**config.mk**
```make
export PLATFORM = sky130hd
export DESIGN_NAME = pal_progressive_sync_generator_unit
export DESIGN_NICKNAME = d
export VERILOG_FILES = /design/src/hdl/psg_pkg.sv /design/src/hdl/psg_regs.sv /design/src/hdl/psg_timing.sv /design/src/hdl/pal_progressive_sync_generator_unit.sv
export SDC_FILE = /design/constraint.sdc
export NUM_CORES = 1
export LEC_CHECK = 0
export BUFFER_PORTS_ARGS = -buffer_cell sky130_fd_sc_hd__buf_2
export CAP_MARGIN = 0
export CORE_MARGIN = 2
export CORE_UTILIZATION = 35
export CTS_BUF_LIST = sky130_fd_sc_hd__clkbuf_4 sky130_fd_sc_hd__clkbuf_8 sky130_fd_sc_hd__clkbuf_16
export DETAILED_ROUTE_END_ITERATION = 6
export GPL_TIMING_DRIVEN = 0
export PLACE_DENSITY = 0.64
export RECOVER_POWER = 50
export SYNTH_ARGS = -nofsm -noshare
export SYNTH_HDL_FRONTEND = slang
export SYNTH_HIERARCHICAL = 1
export SYNTH_SLANG_ARGS = --single-unit
```
**constraint.sdc**
```tcl
create_clock -name i_clk -period 5.9 [get_ports i_clk]
set_input_delay 0.885 -clock i_clk [delete_from_list [all_inputs] [get_ports i_clk]]
set_output_delay 0.885 -clock i_clk [all_outputs]
set_load 0.01 [all_outputs]
```
**src/hdl/psg_pkg.sv**
```systemverilog
`default_nettype none
package psg_pkg;

    localparam int LinesInFieldDef   = 310;
    localparam int VsyncHalfLinesDef = 5;

    localparam int AddrW = 5;
    localparam int DataW = 32;

    typedef enum logic [2:0] {
        PH_LONG  = 3'd0,
        PH_SHORT = 3'd1,
        PH_TOP   = 3'd2,
        PH_VIS   = 3'd3,
        PH_BOT   = 3'd4
    } t_phase;

    typedef enum logic [2:0] {
        REG_LINE_TICKS  = 3'd0,
        REG_HSYNC_TICKS = 3'd1,
        REG_LONG_TICKS  = 3'd2,
        REG_SHORT_TICKS = 3'd3,
        REG_BPORCH      = 3'd4,
        REG_ACTIVE      = 3'd5,
        REG_FIRST_VIS   = 3'd6,
        REG_VIS_COUNT   = 3'd7
    } t_reg_idx;

    typedef struct packed {
        logic [15:0] line_ticks;
        logic [15:0] hsync_ticks;
        logic [15:0] long_sync_ticks;
        logic [15:0] short_sync_ticks;
        logic [15:0] back_porch_ticks;
        logic [15:0] active_ticks;
        logic [8:0]  first_visible_line;
        logic [8:0]  visible_line_count;
    } t_cfg;

    typedef struct packed {
        logic       sync_level;
        logic       video_gate;
        logic       field_start;
        logic       vblank_start;
        logic [2:0] field_phase;
        logic [8:0] visible_line;
    } t_result;

    localparam t_cfg CfgReset = '{
        line_ticks:         16'd1280,
        hsync_ticks:        16'd94,
        long_sync_ticks:    16'd546,
        short_sync_ticks:   16'd47,
        back_porch_ticks:   16'd223,
        active_ticks:       16'd819,
        first_visible_line: 9'd39,
        visible_line_count: 9'd256
    };

endpackage
`default_nettype wire

```
**src/hdl/psg_regs.sv**
```systemverilog
`default_nettype none
module psg_regs (
    input  wire logic                      i_clk,
    input  wire logic                      i_rst_n,
    input  wire logic                      psel,
    input  wire logic                      penable,
    input  wire logic                      pwrite,
    input  wire logic [psg_pkg::AddrW-1:0] paddr,
    input  wire logic [psg_pkg::DataW-1:0] pwdata,
    output logic      [psg_pkg::DataW-1:0] prdata,
    output logic                           pready,
    output psg_pkg::t_cfg                  o_cfg
);
    import psg_pkg::*;

    t_cfg     r_cfg;
    t_reg_idx w_idx;
    logic     w_wr;

    assign w_idx  = t_reg_idx'(paddr[AddrW-1:2]);
    assign w_wr   = psel && penable && pwrite;
    assign pready = 1'b1;
    assign o_cfg  = r_cfg;

    always_ff @(posedge i_clk) begin
        if (!i_rst_n) begin
            r_cfg <= CfgReset;
        end else if (w_wr) begin
            unique case (w_idx)
                REG_LINE_TICKS:  r_cfg.line_ticks         <= pwdata[15:0];
                REG_HSYNC_TICKS: r_cfg.hsync_ticks        <= pwdata[15:0];
                REG_LONG_TICKS:  r_cfg.long_sync_ticks    <= pwdata[15:0];
                REG_SHORT_TICKS: r_cfg.short_sync_ticks   <= pwdata[15:0];
                REG_BPORCH:      r_cfg.back_porch_ticks   <= pwdata[15:0];
                REG_ACTIVE:      r_cfg.active_ticks       <= pwdata[15:0];
                REG_FIRST_VIS:   r_cfg.first_visible_line <= pwdata[8:0];
                REG_VIS_COUNT:   r_cfg.visible_line_count <= pwdata[8:0];
            endcase
        end
    end

    always_comb begin
        unique case (w_idx)
            REG_LINE_TICKS:  prdata = DataW'(r_cfg.line_ticks);
            REG_HSYNC_TICKS: prdata = DataW'(r_cfg.hsync_ticks);
            REG_LONG_TICKS:  prdata = DataW'(r_cfg.long_sync_ticks);
            REG_SHORT_TICKS: prdata = DataW'(r_cfg.short_sync_ticks);
            REG_BPORCH:      prdata = DataW'(r_cfg.back_porch_ticks);
            REG_ACTIVE:      prdata = DataW'(r_cfg.active_ticks);
            REG_FIRST_VIS:   prdata = DataW'(r_cfg.first_visible_line);
            REG_VIS_COUNT:   prdata = DataW'(r_cfg.visible_line_count);
        endcase
    end

endmodule
`default_nettype wire

```
**src/hdl/psg_timing.sv**
```systemverilog
`default_nettype none
module psg_timing #(
    parameter int LINES_IN_FIELD   = psg_pkg::LinesInFieldDef,
    parameter int VSYNC_HALF_LINES = psg_pkg::VsyncHalfLinesDef
) (
    input  wire logic            i_clk,
    input  wire logic            i_rst_n,
    input  wire logic            i_step,
    input  wire logic            i_advance,
    input  wire psg_pkg::t_cfg   i_cfg,
    output psg_pkg::t_result     o_result
);
    import psg_pkg::*;

    localparam logic [9:0] LinesField = 10'(LINES_IN_FIELD);
    localparam logic [8:0] VsyncLines = 9'(VSYNC_HALF_LINES);

    t_phase      r_phase, n_phase;
    logic [8:0]  r_line, n_line;
    logic [15:0] r_tick, n_tick;

    // phase/counters after empty phases are skipped
    t_phase      w_ph;
    logic [8:0]  w_line;
    logic [15:0] w_tick;

    logic        w_e_top, w_e_vis, w_e_bot;
    logic [9:0]  w_fv_vc;
    logic [8:0]  w_lines;
    logic [15:0] w_half, w_period;
    logic [16:0] w_gate_lo;
    logic [17:0] w_gate_hi;
    logic [16:0] w_tick_inc;
    logic [9:0]  w_line_inc;

    assign w_fv_vc = 10'(i_cfg.first_visible_line) + 10'(i_cfg.visible_line_count);
    assign w_e_top = i_cfg.first_visible_line <= VsyncLines;
    assign w_e_vis = i_cfg.visible_line_count == 9'd0;
    assign w_e_bot = w_fv_vc >= LinesField;

    // skip chain: top -> visible -> bottom -> long sync (never empty)
    always_comb begin
        w_ph   = r_phase;
        w_line = r_line;
        w_tick = r_tick;
        if (w_ph == PH_TOP && w_e_top) begin
            w_ph   = PH_VIS;
            w_line = '0;
            w_tick = '0;
        end
        if (w_ph == PH_VIS && w_e_vis) begin
            w_ph   = PH_BOT;
            w_line = '0;
            w_tick = '0;
        end
        if (w_ph == PH_BOT && w_e_bot) begin
            w_ph   = PH_LONG;
            w_line = '0;
            w_tick = '0;
        end
    end

    always_comb begin
        unique case (w_ph)
            PH_LONG, PH_SHORT: w_lines = VsyncLines;
            PH_TOP:            w_lines = i_cfg.first_visible_line - VsyncLines;
            PH_VIS:            w_lines = i_cfg.visible_line_count;
            PH_BOT:            w_lines = 9'(LinesField - w_fv_vc);
            default:           w_lines = '0;
        endcase
    end

    assign w_half    = (w_ph == PH_LONG || w_ph == PH_SHORT) ?
                       {1'b0, i_cfg.line_ticks[15:1]} : i_cfg.line_ticks;
    assign w_period  = (w_half == 16'd0) ? 16'd1 : w_half;
    assign w_gate_lo = 17'(i_cfg.hsync_ticks) + 17'(i_cfg.back_porch_ticks);
    assign w_gate_hi = 18'(w_gate_lo) + 18'(i_cfg.active_ticks);

    // result fields
    always_comb begin
        o_result              = '0;
        o_result.sync_level   = 1'b1;
        o_result.field_phase  = w_ph;
        unique case (w_ph)
            PH_LONG:  o_result.sync_level = !(w_tick < i_cfg.long_sync_ticks);
            PH_SHORT: o_result.sync_level = !(w_tick < i_cfg.short_sync_ticks);
            PH_VIS: begin
                o_result.sync_level   = !(w_tick < i_cfg.hsync_ticks);
                o_result.video_gate   = (17'(w_tick) >= w_gate_lo) &&
                                        (18'(w_tick) < w_gate_hi);
                o_result.visible_line = w_line;
            end
            default:  o_result.sync_level = !(w_tick < i_cfg.hsync_ticks);
        endcase
        if (i_advance && w_line == 9'd0 && w_tick == 16'd0) begin
            if (w_ph == PH_LONG) begin
                o_result.field_start  = 1'b1;
                o_result.vblank_start = w_e_bot;
            end else if (w_ph == PH_BOT) begin
                o_result.vblank_start = 1'b1;
            end
        end
    end

    assign w_tick_inc = 17'(w_tick) + 17'd1;
    assign w_line_inc = 10'(w_line) + 10'd1;

    // next state
    always_comb begin
        n_phase = w_ph;
        n_line  = w_line;
        n_tick  = w_tick;
        if (i_advance) begin
            if (w_tick_inc >= 17'(w_period)) begin
                n_tick = '0;
                if (w_line_inc >= 10'(w_lines)) begin
                    n_line = '0;
                    unique case (w_ph)
                        PH_LONG:  n_phase = PH_SHORT;
                        PH_SHORT: n_phase = PH_TOP;
                        PH_TOP:   n_phase = PH_VIS;
                        PH_VIS:   n_phase = PH_BOT;
                        default:  n_phase = PH_LONG;
                    endcase
                end else begin
                    n_line = w_line_inc[8:0];
                end
            end else begin
                n_tick = w_tick_inc[15:0];
            end
        end
    end

    always_ff @(posedge i_clk) begin
        if (!i_rst_n) begin
            r_phase <= PH_LONG;
            r_line  <= '0;
            r_tick  <= '0;
        end else if (i_step) begin
            r_phase <= n_phase;
            r_line  <= n_line;
            r_tick  <= n_tick;
        end
    end

endmodule
`default_nettype wire

```
**src/hdl/pal_progressive_sync_generator_unit.sv**
```systemverilog
// A word is held in the input register, then in the output register, from which it is offered.
// Throughput: one word per cycle unless the output stalls; input and output registers form a
// two-stage pipeline, and the timing counters update as a word leaves the input register.
// Reset (synchronous, active low): pipeline empty, timing at field start (long sync,
// line 0, tick 0), configuration registers back to their default values.
`default_nettype none
module pal_progressive_sync_generator_unit #(
    parameter int LINES_IN_FIELD   = psg_pkg::LinesInFieldDef,
    parameter int VSYNC_HALF_LINES = psg_pkg::VsyncHalfLinesDef
) (
    input  wire logic                      i_clk,
    input  wire logic                      i_rst_n,
    input  wire logic                      psel,
    input  wire logic                      penable,
    input  wire logic                      pwrite,
    input  wire logic [psg_pkg::AddrW-1:0] paddr,
    input  wire logic [psg_pkg::DataW-1:0] pwdata,
    output logic      [psg_pkg::DataW-1:0] prdata,
    output logic                           pready,
    input  wire logic                      i_in_valid,
    output logic                           o_in_ready,
    input  wire logic                      i_advance,
    output logic                           o_out_valid,
    input  wire logic                      i_out_ready,
    output logic                           o_sync_level,
    output logic                           o_video_gate,
    output logic                           o_field_start,
    output logic                           o_vblank_start,
    output logic [2:0]                     o_field_phase,
    output logic [8:0]                     o_visible_line
);
    import psg_pkg::*;

    t_cfg    w_cfg;
    t_result w_result;
    t_result r_out;
    logic    r_in_vld, r_in_adv, r_out_vld;
    logic    w_out_free, w_move;

    psg_regs u_regs (
        .i_clk   (i_clk),
        .i_rst_n (i_rst_n),
        .psel    (psel),
        .penable (penable),
        .pwrite  (pwrite),
        .paddr   (paddr),
        .pwdata  (pwdata),
        .prdata  (prdata),
        .pready  (pready),
        .o_cfg   (w_cfg)
    );

    psg_timing #(
        .LINES_IN_FIELD   (LINES_IN_FIELD),
        .VSYNC_HALF_LINES (VSYNC_HALF_LINES)
    ) u_timing (
        .i_clk     (i_clk),
        .i_rst_n   (i_rst_n),
        .i_step    (w_move),
        .i_advance (r_in_adv),
        .i_cfg     (w_cfg),
        .o_result  (w_result)
    );

    assign w_out_free = !r_out_vld || i_out_ready;
    assign w_move     = r_in_vld && w_out_free;
    assign o_in_ready = !r_in_vld || w_out_free;

    always_ff @(posedge i_clk) begin
        if (!i_rst_n) begin
            r_in_vld  <= 1'b0;
            r_out_vld <= 1'b0;
        end else begin
            if (o_in_ready) begin
                r_in_vld <= i_in_valid;
            end
            if (w_out_free) begin
                r_out_vld <= r_in_vld;
            end
        end
    end

    always_ff @(posedge i_clk) begin
        if (i_in_valid && o_in_ready) begin
            r_in_adv <= i_advance;
        end
        if (w_move) begin
            r_out <= w_result;
        end
    end

    assign o_out_valid    = r_out_vld;
    assign o_sync_level   = r_out.sync_level;
    assign o_video_gate   = r_out.video_gate;
    assign o_field_start  = r_out.field_start;
    assign o_vblank_start = r_out.vblank_start;
    assign o_field_phase  = r_out.field_phase;
    assign o_visible_line = r_out.visible_line;

`ifndef ASSERT_OFF
    a_fs_phase: assert property (@(posedge i_clk) disable iff (!i_rst_n)
        (o_out_valid && o_field_start) |-> (o_field_phase == PH_LONG))
        else $error("field start outside long sync");

    a_gate_vis: assert property (@(posedge i_clk) disable iff (!i_rst_n)
        (o_out_valid && o_video_gate) |-> (o_field_phase == PH_VIS && o_sync_level))
        else $error("video gate outside visible region");

    a_vis_zero: assert property (@(posedge i_clk) disable iff (!i_rst_n)
        (o_out_valid && o_field_phase != PH_VIS) |-> (o_visible_line == 9'd0))
        else $error("visible line index set outside visible phase");

    a_hold_in: assert property (@(posedge i_clk) disable iff (!i_rst_n)
        (r_in_vld && !w_move) |=> (r_in_vld && $stable(r_in_adv)))
        else $error("input register lost a word");
`endif

endmodule
`default_nettype wire

```
==> results summary, run 1 <==
The run finished with clean final reports. The detailed-routed wire length on met2 is 22.1 mm. The leakage power is roughly 0.0065 µW. The initial antenna violation count is 1.

Yosys mapped the design onto 95 distinct sky130hd cell types. The number of flip-flops and latches in the synthesized netlist came out at 161. Across all hold checks on the routed design, the worst slack comes to 493 ps. In this run the register-to-register setup slack is 220 ps. The wire length per cell after detailed routing is 21.2 µm. STA classifies the critical path startpoint as a flip-flop. TritonCTS built the clock tree. The worst setup path is captured at a flip-flop. The half-perimeter wire length after placement came out at roughly 36 mm. The final wirelength came out at around 47 mm. The wire length the detailed router placed on met1 came out at 19.9 mm. The synthesized area divided by synthesized cell count is 8.01 µm². Buffers inserted during clock tree synthesis total 17.

The setup skew after layout is 9.53 ps. Leaving out filler cells and counting taps, the final layout contains around 2,200. The share of the Yosys chip area taken by registers is 25.9%. The minimum period implied by the final worst setup slack is 5680 ps. The cell at the root of the clock tree is sky130_fd_sc_hd__clkbuf_16.

The worst hold path terminates at u_regs/o_cfg[69]$_SDFFE_PN0P_. The arrival time at the worst endpoint came out at 6040 ps. The startpoint identified for the worst hold timing path is u_regs/o_cfg[69]$_SDFFE_PN0P_. Headroom to the max-slew limit came out at a little under a fifth. The max-slew violation total from the final report came out at 0. The aggregate global routing overflow is 0. The number of global-route vias before repair came out at 12,200. The summed instance area of the synthesized netlist is approximately 0.013 mm². Yosys printed 6 warnings.

The via total after detailed routing is 12,700. In this run the top signal layer used is met5. After the last flow step, the layout net total stands at 1,943. The maximum clock path buffer count is 2. Global routing used 23.8% of the available tracks across all layers. The clock reaches the later pin of the worst-skew pair after about 440 ps. The path length in cells of the critical path is 29. The post-CTS clock slew at the launch and capture registers of the worst setup and hold paths is 70 ps. The maximum clock frequency came out at 176 MHz.

The I/O pin count came out at 96. The classification of the worst setup path is reg -> reg. The number of antenna-violating nets in the routed design is 0. Broken down by cell family, the worst path's largest delay share belongs to compound AO/OA/AOI/OAI gates. The share of the clock period used by the worst path after layout came out at 96.3%.

The number of synthesized flops with an enable pin is 17. The per-cell via count in the routed design is 5.70. The most numerous cell type found on the critical path is sky130_fd_sc_hd__ha_4. The synthesized instance count is 1,635.

The floorplan core area came out at 0.0367 mm². The number of hold-slack violations in the final timing report was 0. The die is 197 µm tall. The cell count of the worst hold path came out at 2.

The number of buffers inserted by port buffering is 50. Dividing total power by cell area gives a power density of between 150 and 200 mW/mm². The critical path required time came out at 6260 ps. Row generation in the floorplan step produced 70 rows. Among all flip-flop cells after synthesis, the most frequent one is sky130_fd_sc_hd__dfxtp_1. The count of clock tree sinks is 161. The count of inserted antenna diode cells came out at 0. The max-cap violation count came out at 0. The slowest stage of the critical path belongs to the cell sky130_fd_sc_hd__or4b_4. In this run the critical register-to-register path is launched from u_regs/o_cfg[0]$_SDFFE_PN0P_. Counting flops with an async set or reset pin after synthesis yields a share of 0%. The peak supply drop came out at 0.000208 V.

The initial core utilization is 35.7%. The floorplan step defined a die boundary enclosing 0.0390 mm². The maximum fanout encountered on the critical timing path came out at 10. The detailed-routed wire length on met3 came out at around 3.1 mm. The first-iteration detailed-routing DRC count is 1,297.

For the pin with the worst max-slew slack, the measured transition is 1210 ps. From left edge to right edge, the die measures 197 µm. Of the cells placed in the final design, the portion with a size suffix greater than 1 is about an eighth. Entering global routing, the biggest net connects 17 pins. The routability congestion estimate is approximately 0.92.

The highest cell delay on the worst timing path came out at between 500 and 600 ps. The endpoint identified for the worst register-to-register timing path is u_timing/r_tick[2]$_SDFFE_PN0P_. Setup violations remaining at the end of the flow were counted as 0.

Counting cells, the worst reg-to-reg path comes to 29. The area added between synthesis and finish is 14.2%. The min-delay analysis places its worst path in the category reg -> reg. The depth of the CTS H-tree came out at 4. The sum of buffers and inverters on the critical path is 6. The remaining design rule violation count is 0. The iteration count of the initial detailed-routing pass is 6. Including well taps, the total number of placed cells is 2,170. The first global-routing pass estimated 70.6 mm of wire.

The number of hold buffers added after CTS came out at 0.
-- tightest hold or removal path: cells and delay by family, from the launching register on --
family / cells / cell delay, ps
and+or+nand+nor: 1 / 50
DFF: 1 / 330
AOI/OAI and AO/OA: 1 / 60
-- flip-flops by register name (all words and copies together) (netlist names) --
signal	cells
o_field_phase	3
o_field_start	1
o_out_valid	1
o_sync_level	1
o_vblank_start	1
o_video_gate	1
o_visible_line	9
r_in_adv	1
r_in_vld	1
u_regs/o_cfg	114
u_timing/r_line	9
u_timing/r_phase	3
u_timing/r_tick	16
-- repair_timing --
item	in CTS	in global routing
resized for setup	29	23
setup endpoints to repair	28	29
pin swaps	12	14
setup buffers	11	12
gates cloned	0	1
-- per-stage QoR --
step | util [%] | worst slack, ps | area [µm²] | TNS (ps) | power, µW
6_report | 40.7 | 218 | 15000 | 0 | 2640
5_1_grt | 40.7 | -47.8 | 15000 | -175 | 2720
4_1_cts | 40.5 | 5.92 | 14900 | 0 | 2650
3_5_place_dp | 38.3 | -1390 | 14100 | -35540 | 1490
3_3_place_gp | 38.2 | -1310 | 14000 | -33090 | 1480
2_1_floorplan | - | 11.2 | 13200 | 0 | 1370
-- metal layers --
metal  GRT usage, %  vias to the layer above
li1               -                     6001
met1           30.7                     6038
met2           40.2                      523
met3           2.85                      122
met4           10.3                        2
met5              0                        -
-- worst max-delay path by stage --
stage                                  startpoint                                to
finish               u_regs/o_cfg[0]$_SDFFE_PN0P_   u_timing/r_tick[2]$_SDFFE_PN0P_
global route        u_regs/o_cfg[34]$_SDFFE_PN1P_            o_video_gate$_DFFE_PP_
CTS                  u_regs/o_cfg[0]$_SDFFE_PN0P_  u_timing/r_phase[1]$_SDFFE_PN0P_
detailed placement   u_regs/o_cfg[9]$_SDFFE_PN1P_  u_timing/r_phase[0]$_SDFFE_PN0P_
global placement     u_regs/o_cfg[9]$_SDFFE_PN1P_  u_timing/r_phase[0]$_SDFFE_PN0P_
floorplan            u_regs/o_cfg[9]$_SDFFE_PN1P_  u_timing/r_phase[0]$_SDFFE_PN0P_
-- where the power goes --
part | switching [µW] | leakage, µW | total (µW) | internal (µW)
Clock | 504 | 0.000300 | 1170 | 663
Combinational | 219 | 0.00489 | 343 | 124
Sequential | 16.6 | 0.00132 | 1130 | 1120
-- cells by family (layout without fill, tap and decap cells) --
logic type                 after synthesis  count (layout)  synth area share (%)
DFF                                    161             161                  25.9
AOI/OAI and AO/OA                      404             404                  22.2
muxes                                   39              39                  3.39
xor gates and xnor gates                65              65                  4.41
adders and majority gates              153             153                  14.8
other                                    2              17                0.0574
buffers and inverters                  206             314                  7.03
and+or+nand+nor                        605             605                  22.2
-- cell usage in the layout, fill, tap and decap left out, types with 8 or more instances in the layout --
cell type,instances
sky130_fd_sc_hd__buf_2,67
sky130_fd_sc_hd__dfxtp_1,134
sky130_fd_sc_hd__nand2b_1,12
sky130_fd_sc_hd__nand3_1,62
sky130_fd_sc_hd__edfxtp_1,17
sky130_fd_sc_hd__o21ai_0,61
sky130_fd_sc_hd__clkbuf_1,58
sky130_fd_sc_hd__and3_1,25
sky130_fd_sc_hd__nor3_1,19
sky130_fd_sc_hd__ha_1,147
sky130_fd_sc_hd__nor2b_1,21
sky130_fd_sc_hd__nor2_1,104
sky130_fd_sc_hd__xor2_1,29
sky130_fd_sc_hd__and2_1,19
sky130_fd_sc_hd__a21boi_1,13
sky130_fd_sc_hd__o21a_1,13
sky130_fd_sc_hd__conb_1,17
sky130_fd_sc_hd__o2bb2ai_1,8
sky130_fd_sc_hd__nor4_1,12
sky130_fd_sc_hd__a31oi_1,9
sky130_fd_sc_hd__clkbuf_16,19
sky130_fd_sc_hd__mux2i_1,32
sky130_fd_sc_hd__a21o_1,30
sky130_fd_sc_hd__a211oi_1,9
sky130_fd_sc_hd__a222oi_1,10
sky130_fd_sc_hd__inv_1,101
sky130_fd_sc_hd__nand4_1,22
sky130_fd_sc_hd__a21oi_1,69
sky130_fd_sc_hd__nand2_1,255
sky130_fd_sc_hd__xnor2_1,33
sky130_fd_sc_hd__a221oi_1,13
sky130_fd_sc_hd__a32oi_1,12
sky130_fd_sc_hd__o211ai_1,10
sky130_fd_sc_hd__a21boi_0,70
sky130_fd_sc_hd__buf_4,44
-- synthesized netlist by cell type (12+ instances only) --
cell                       count  area share, %
sky130_fd_sc_hd__nand2_1     256            7.3
sky130_fd_sc_hd__ha_1        150             14
sky130_fd_sc_hd__dfxtp_1     144             22
sky130_fd_sc_hd__nor2_1      104            3.0
sky130_fd_sc_hd__inv_1       103            3.0
sky130_fd_sc_hd__a21oi_1      71            2.7
sky130_fd_sc_hd__nand3_1      63            2.4
sky130_fd_sc_hd__o21ai_0      62            2.4
sky130_fd_sc_hd__a21boi_0     51            2.9
sky130_fd_sc_hd__buf_2        41            1.6
sky130_fd_sc_hd__clkbuf_1     34           0.97
sky130_fd_sc_hd__xnor2_1      33            2.2
sky130_fd_sc_hd__a21boi_1     32            1.8
sky130_fd_sc_hd__mux2i_1      32            2.4
sky130_fd_sc_hd__xor2_1       31            2.1
sky130_fd_sc_hd__a21o_1       30            1.7
sky130_fd_sc_hd__and3_1       25            1.2
sky130_fd_sc_hd__nor2b_1      22            1.1
sky130_fd_sc_hd__buf_4        21            1.2
sky130_fd_sc_hd__nand4_1      21            1.0
sky130_fd_sc_hd__and2_1       20           0.96
sky130_fd_sc_hd__nor3_1       19           0.73
sky130_fd_sc_hd__edfxtp_1     17            3.9
sky130_fd_sc_hd__a221oi_1     14           0.94
sky130_fd_sc_hd__nand2b_1     14           0.67
sky130_fd_sc_hd__o21a_1       13           0.75
sky130_fd_sc_hd__a32oi_1      12           0.80
sky130_fd_sc_hd__nor4_1       12           0.57
-- cell type report --
cell class / instances / area [µm²]
Tap cell: 468 / 586
Clock buffer: 23 / 512
Sequential cell: 161 / 3410
Buffer: 101 / 534
Multi-Input combinational cell: 1283 / 8990
Clock inverter: 9 / 95.1
Timing Repair Buffer: 76 / 422
Inverter: 105 / 397
Fill cell: 3725 / 21700
Note: power is estimated with default switching activity, not from simulation.
==> run 2: changes to the inputs <==
- ABC_AREA: unset -> 1
==> run 2 against run 1 <==
Effect of this change:
- utilization shrank 0.48 points
- flip-flop and latch count unchanged
- clock power increased by 7%
- combinational power rose by 100%
- largest cell class unchanged
- worst hold slack got worse by 7.4 ps
- largest power group unchanged
- register-to-register slack better by 220 ps
==> results summary, run 2 <==
The sequential fraction of design power is roughly 37%. The fraction of final layout cells with drive strength greater than 1 came out at 11.2%. The aggregate global routing overflow came out at 0. In this run the core area contains 72 standard-cell rows. The post-CTS clock slew at the launch and capture registers of the worst setup and hold paths is 70 ps. The tree is rooted in a sky130_fd_sc_hd__clkbuf_16. The setup skew after layout came out at roughly 16 ps. The final layout net count is 2,354. The proportion of synthesized chip area in sequential cells is 25.0%. The iteration count of the initial detailed-routing pass came out at 7. The main combinational cell family by area after synthesis is simple AND/OR/NAND/NOR gates. The simple logic cell fraction of the synthesized area is 32.4%. The number of global-route vias before repair came out at between 10,000 and 15,000. The overall die area is slightly above 0.04 mm². The number of synthesized flops with an enable pin is 17. The mux cell area share after synthesis is less than 1%. STA puts the critical path data required time at 6270 ps. The max-slew violation total from the final report was 0. The destination of the worst register-to-register timing path is u_timing/r_tick[4]$_SDFFE_PN0P_.

The internal power is 2100 µW. The total power is 3110 µW. The proportion of register bits with asynchronous set or reset after synthesis came out at 0%.

The area share of xor/xnor cells in the synthesized design is around 3.3%. The arithmetic-cell share of the synthesized area counting full adders, half adders and majority gates is 14.3%. The initial antenna violation count is 0. After synthesis the netlist holds a flip-flop and latch count of 161. The critical path in this run is classified as reg -> reg.

The peak supply drop came out at 0.000117 V. Across the run, the number of max-cap violations was 0. The area added between synthesis and finish came out at 14.0%. The run finished with clean final reports. The highest cell delay on the worst timing path came out at 540 ps. The via total after detailed routing came out at 14,300. The hold path endpoint is o_out_valid$_SDFFE_PN0P_. The slowest stage of the critical path belongs to the cell sky130_fd_sc_hd__fa_1. Clock tree synthesis inserted a total of 17 buffers. The synthesized instance count came out at 2,047. The global-route wire length before repair is around 75 mm. The number of different library cells used by synthesis comes to 60. Dividing the detail-routed wire length by the instance count gives 18.3 µm. The floorplan step set the die width to 201 µm. After legalization and detailed placement, the total HPWL measured 37.9 mm. In this run the most critical hold path is launched from r_in_vld$_SDFFE_PN0P_. Ranked by total cell area, the synthesized netlist is headed by sky130_fd_sc_hd__dfxtp_1 21%, sky130_fd_sc_hd__ha_1 14%, sky130_fd_sc_hd__nand2_1 11%, sky130_fd_sc_hd__nor2_1 8.2%, sky130_fd_sc_hd__inv_1 7.1%. The share of power burned in combinational logic is roughly 23%. The worst register-to-register path begins at u_regs/o_cfg[10]$_SDFFE_PN1P_.

The number of hold-slack violations in the final timing report came out at 0. After synthesis the cells add up to 0.0136 mm². The remaining design rule violation count came out at 0. Entering global routing, the biggest net connects 17 pins. TritonCTS built the clock tree. The arrival time at the worst endpoint is 5830 ps. CTS built an H-tree with a depth of 4. The number of flip-flops under the largest register name is 114. The worst reg2reg path depth is 35.

The initial core utilization is a little over a third. The post-synthesis compound-gate area fraction came out at around an eighth. In the global route stage, overall resource usage came out at 23.9%. The final wirelength came out at between 40 and 50 mm. Counting instances, the worst hold path has a depth of 2. The count of nets left with antenna violations once routing finished came out at 0. The routability congestion estimate is around 0.9. Summed over all nets, the switching power comes to 1010 µW.

The number of instances in the placed design came out at 2,631. The most used cell along the critical path is sky130_fd_sc_hd__nand2_1. The number of hold buffers added after CTS is 0. The power per cell area came out at 201 mW/mm². Along the worst path, the maximum fanout reaches 10. The register-to-register setup slack came out at 440 ps. Dividing the detail-routed via count by the number of cells gives 5.31. The clock passes through at most 2 buffers. The synthesized area divided by synthesized cell count came out at 6.63 µm². The proportion of netlist area held by the largest area contributor is approximately a fifth.

The headroom to the max-slew limit is 18.3%. Among all cell types in the netlist, the one instantiated most often is sky130_fd_sc_hd__nand2_1. The maximum clock frequency came out at 183 MHz. The library cell used most frequently in the layout, excluding fill and tap cells, is sky130_fd_sc_hd__nand2_1. The post-place instance area came out at 0.0146 mm². The floorplan core area came out at 0.0385 mm².

For this run, the number of Yosys warnings is 6. Once layout is complete, the utilization of the core stands at 40.3%. For this run, the leading register cell type out of synthesis is sky130_fd_sc_hd__dfxtp_1.

The finished layout holds around 2,700 standard cells, fillers aside. The top cell type by total area after synthesis is sky130_fd_sc_hd__dfxtp_1. The type of element launching the critical path is a flip-flop.

Measured along the y axis, the die boundary spans 201 µm. The final-layout worst hold slack is 485 ps. The minimum period implied by the final worst setup slack is 5460 ps. The worst setup path is captured at a flip-flop. The I/O pin count is 96. The number of buffers inserted by port buffering is 50. The share of the clock period used by the worst path after layout came out at 92.5%.

The share of power burned in the clock network is between 40% and 50%. For this design the static power due to leakage is 0.00762 µW. The finished cells cover ~0.015 mm².

The clock latency of the later-clocked register in the worst-skew pair is 460 ps. The count of inserted antenna diode cells came out at 0. The proportion of total power due to net switching is 32.5%.

The count of clock tree sinks is 161. The class of the most critical hold timing path is reg -> reg. The final-report setup violation count is 0.

The first-iteration detailed-routing DRC count is 1,235. By count the netlist is led by 391 x sky130_fd_sc_hd__nand2_1, 298 x sky130_fd_sc_hd__nor2_1, 258 x sky130_fd_sc_hd__inv_1. At the pin with the least slew margin, the transition time is approximately 1200 ps. The library cells used most frequently in the layout, excluding fill and tap cells, are 390 x sky130_fd_sc_hd__nand2_1, 298 x sky130_fd_sc_hd__nor2_1, 254 x sky130_fd_sc_hd__inv_1, 147 x sky130_fd_sc_hd__ha_1, 140 x sky130_fd_sc_hd__dfxtp_1.
## run 2: stage by stage
step / setup WS [ps] / TNS (ps)
CTS: 15.2 / 0
global placement: -947 / -22540
floorplan: 522 / 0
finish: 443 / 0
global route: -3.44 / -3.44
detailed placement: -1030 / -24600
## run 2: kinds of logic (layout without fill, tap and decap cells)
| logic type | after synthesis | count (layout) |
|---|---|---|
| other cells | 2 | 17 |
| mux | 2 | 2 |
| buf+inv | 372 | 479 |
| xor+xnor | 51 | 51 |
| compound gates | 323 | 323 |
| flops | 161 | 161 |
| fa+ha+maj | 153 | 153 |
| simple gates | 983 | 983 |
## run 2: routing by layer
metal,wire (µm),up-vias,global-route usage [%]
met1,21300,6684,30.0
met4,2060,0,10.4
met2,23200,521,40.9
met5,0,-,0
li1,-,6939,-
met3,2750,119,3.33
## run 2: repair_timing
action	CTS	global route
resized for setup	10	30
gates cloned	0	2
endpoints found under the setup margin	28	28
buffers inserted	7	15
pin swaps	5	9
## run 2: power by group through the flow
stage	clock network, µW	logic [µW]	registers [µW]
after floorplan	0	449	1180
after global placement	0	638	1180
after detailed placement	0	654	1180
after CTS	1260	673	1160
after global routing	1310	776	1160
final	1250	703	1160
## run 2: worst max-delay path by stage
stage	start	slack, ps	depth (start not counted)	end
after detailed placement	u_regs/o_cfg[9]$_SDFFE_PN1P_	-1030	36	u_timing/r_tick[4]$_SDFFE_PN0P_
after global routing	u_regs/o_cfg[9]$_SDFFE_PN1P_	-3	36	u_timing/r_tick[4]$_SDFFE_PN0P_
after floorplan	u_regs/o_cfg[9]$_SDFFE_PN1P_	520	37	u_timing/r_tick[12]$_SDFFE_PN0P_
after CTS	u_regs/o_cfg[9]$_SDFFE_PN1P_	20	37	u_timing/r_tick[4]$_SDFFE_PN0P_
final	u_regs/o_cfg[10]$_SDFFE_PN1P_	440	35	u_timing/r_tick[4]$_SDFFE_PN0P_
after global placement	u_regs/o_cfg[9]$_SDFFE_PN1P_	-950	36	u_timing/r_tick[4]$_SDFFE_PN0P_
## run 2: worst max-delay path: cells and delay by family, from the launching register on
kind	cells	cell delay, ps
AOI/OAI and AO/OA	5	850
xor gates and xnor gates	1	170
adders and majority gates	4	1270
buffers and inverters	8	980
DFF	1	400
and+or+nand+nor	17	1670
## run 2: layout make-up
| cell class | count | area (µm²) |
|---|---|---|
| flip-flops and latches | 161 | 3400 |
| plain buffers | 89 | 498 |
| repair buffers | 75 | 437 |
| well taps | 518 | 648 |
| fillers | 4126 | 23000 |
| clock buffers | 18 | 439 |
| multi-input cells | 1529 | 8790 |
| inverters | 283 | 1070 |
| clock inverters | 14 | 203 |
==> run 3: changes to the inputs <==
- clock period: 5.9 -> 4.7 ns (I/O delays scaled with it)
==> run 3 against run 2 <==
Effect of this change:
- the flow now finishes with violations (negative setup slack)
- count of clock-buffer cells in the layout increased by 1
- worst hold slack got worse by 52 ps
- global-route usage decreased by 0.053 points
- routed wire length about the same
- register-to-register slack got worse by 1100 ps
- fmax increased by 1.8%
- clock power increased by 22%
- sequential power increased by 25%
- power increased by 26%
- worst setup slack got worse by 1100 ps
- utilization increased by 1.1 points
- die area unchanged
- largest power group unchanged
==> results summary, run 3 (synthesized netlist as in run 2, its figures left out) <==
The area added between synthesis and finish came out at 17.1%. The count of buffers added on input and output ports is 50. The CTS buffer count is 17. The register with the most flip-flops in the layout has 114 of them. TritonCTS built the clock tree. The per-cell via count in the routed design is 5.28. VDD sags by at most approximately 0.0002 V. The wire length per cell after detailed routing came out at 18.2 µm. The half-perimeter wire length after placement came out at 37.9 mm. The die is 201 µm wide. Leaving out fill and tap cells, the most frequent cells in the layout are 386 x sky130_fd_sc_hd__nand2_1, 295 x sky130_fd_sc_hd__nor2_1, 250 x sky130_fd_sc_hd__inv_1, 142 x sky130_fd_sc_hd__ha_1, 135 x sky130_fd_sc_hd__o21ai_0. The number of antenna-violating nets in the routed design came out at 0. The die is 201 µm tall.

The initial core utilization came out at a little over a third. The type of element launching the critical path is a flip-flop. The number of hold-slack violations in the final timing report came out at 0.

The leakage power came out at 0.00768 µW. The slowest stage of the critical path is the sky130_fd_sc_hd__fa_1 cell. The number of global-route vias before repair came out at 13,400. Along the worst path, the maximum fanout reaches 5. The aggregate global routing overflow came out at 0. The tree is rooted in a sky130_fd_sc_hd__clkbuf_16. The total power came out at around 3900 µW.

96 I/O pins were placed. The max-slew violation total from the final report came out at 0. The depth of the CTS H-tree is 4.

The clock latency of the later-clocked register in the worst-skew pair came out at ~450 ps. The maximum clock frequency came out at roughly 190 MHz. The final layout net count came out at 2,372.

Setup violations remaining at the end of the flow were counted as 28. The max-cap violation count came out at 0. The final-layout setup total negative slack is -16,320 ps.

The via total after detailed routing is 14,300. The number of instances in the placed design came out at 2,631. The number of hold buffers added after CTS came out at 0. The post-CTS clock slew at the launch and capture registers of the worst setup and hold paths is ~70 ps.

The count of placed standard cells in the final layout, fillers left out is 2,705. Counting every sink on the clock net gives 161. STA classifies the critical path endpoint as a flip-flop. The final layout contains routed wiring with a total length of 49.2 mm. The floorplan core area came out at 0.0385 mm². In this run the core area contains 72 standard-cell rows.

The setup skew after layout came out at 12.4 ps. The count of inserted antenna diode cells is 0. The headroom to the max-slew limit came out at 31.3%. The remaining design rule violation count came out at 0. Setup repair after global routing could not meet its margin everywhere. The share of the clock period used by the worst path after layout came out at 114%. The critical path required time came out at 5000 ps.

The overall die area came out at ~0.04 mm². The routability congestion estimate is approximately 1.0. The highest cell delay on the worst timing path is 520 ps. The maximum clock path buffer count is 2. The class of the most critical hold timing path is in -> reg.

The number of filler cells placed in the layout came out at 3,981. The library cell used most frequently in the layout, excluding fill and tap cells, is sky130_fd_sc_hd__nand2_1. For this block, the initial DRC count from the detailed router was 1,298. For the finished layout, the period the worst path requires is about 5400 ps. The final reports fail on negative setup slack. The first TritonRoute pass finished after 6 iterations. In this run the power density over the cells is 246 mW/mm². For the pin with the worst max-slew slack, the measured transition is 1030 ps. The maximum number of pins on one net before global-route repair came out at 17. The fraction of final layout cells with drive strength greater than 1 came out at 14.1%. Data on the critical path arrives at its endpoint at 5660 ps. The worst setup path is of the reg -> reg kind. The overall fraction of global-route tracks in use came out at approximately a quarter. The global-route wire length before repair is 75.0 mm. The smallest setup slack after layout is -661 ps. The flow ran to the end, but the final reports show violations. The initial antenna violation count came out at 0.
## run 3: final timing paths
path / from / endpoint / slack, ps / cells past startpoint
setup / recovery: u_regs/o_cfg[9]$_SDFFE_PN1P_ / u_timing/r_phase[2]$_SDFFE_PN0P_ / -660 / 39
hold / removal: i_advance / r_in_adv$_DFFE_PP_ / 430 / 1
setup reg to reg: u_regs/o_cfg[9]$_SDFFE_PN1P_ / u_timing/r_phase[2]$_SDFFE_PN0P_ / -660 / 39
hold reg to reg: u_timing/r_line[0]$_SDFFE_PN0P_ / u_timing/r_line[0]$_SDFFE_PN0P_ / 490 / 2
## run 3: worst max-delay path: cells and delay by family, from the launching register on
| family | cells | cell delay, ps |
|---|---|---|
| buffers and inverters | 9 | 870 |
| AO/OA/AOI/OAI | 8 | 1230 |
| AND/OR/NAND/NOR | 17 | 1610 |
| flip-flops | 1 | 360 |
| adder cells (fa/ha/maj) | 5 | 1140 |
## run 3: timing repair
item,in CTS,in global routing
endpoints found under the setup margin,29,29
gates resized for setup,40,39
pin swaps,14,26
setup buffers,32,10
cloned,1,0
## run 3: per-stage QoR
step	utilization, %	setup slack (ps)	area (µm²)	hold WS, ps
3_5_place_dp	38.1	-1260	14700	479
3_3_place_gp	38.0	-1280	14600	467
4_1_cts	40.8	-388	15700	424
2_1_floorplan	-	-109	13700	451
5_1_grt	41.3	-888	15900	422
6_report	41.3	-661	15900	434
## run 3: cell type report
cell class	instances	area (µm²)	share of cell area, %
buffer	89	490	3.09
inverter	283	1090	6.86
multi-input combinational	1529	9050	56.9
clock inverter	13	161	1.02
tap	518	648	4.08
clock buffer	19	464	2.92
timing repair buffer	93	572	3.60
sequential	161	3420	21.5
## run 3: layer usage
layer  part of all wire [%]  track usage (%)
met1                     43             30.1
met2                     48             41.4
met3                    6.0             2.82
met4                    3.7             9.34
met5                      0                0
## run 3: power by group
part	internal, µW	switching, µW	total [µW]
combinational	332	596	928
clock	849	674	1520
sequential	1420	31.0	1450
total	2600	1300	3900
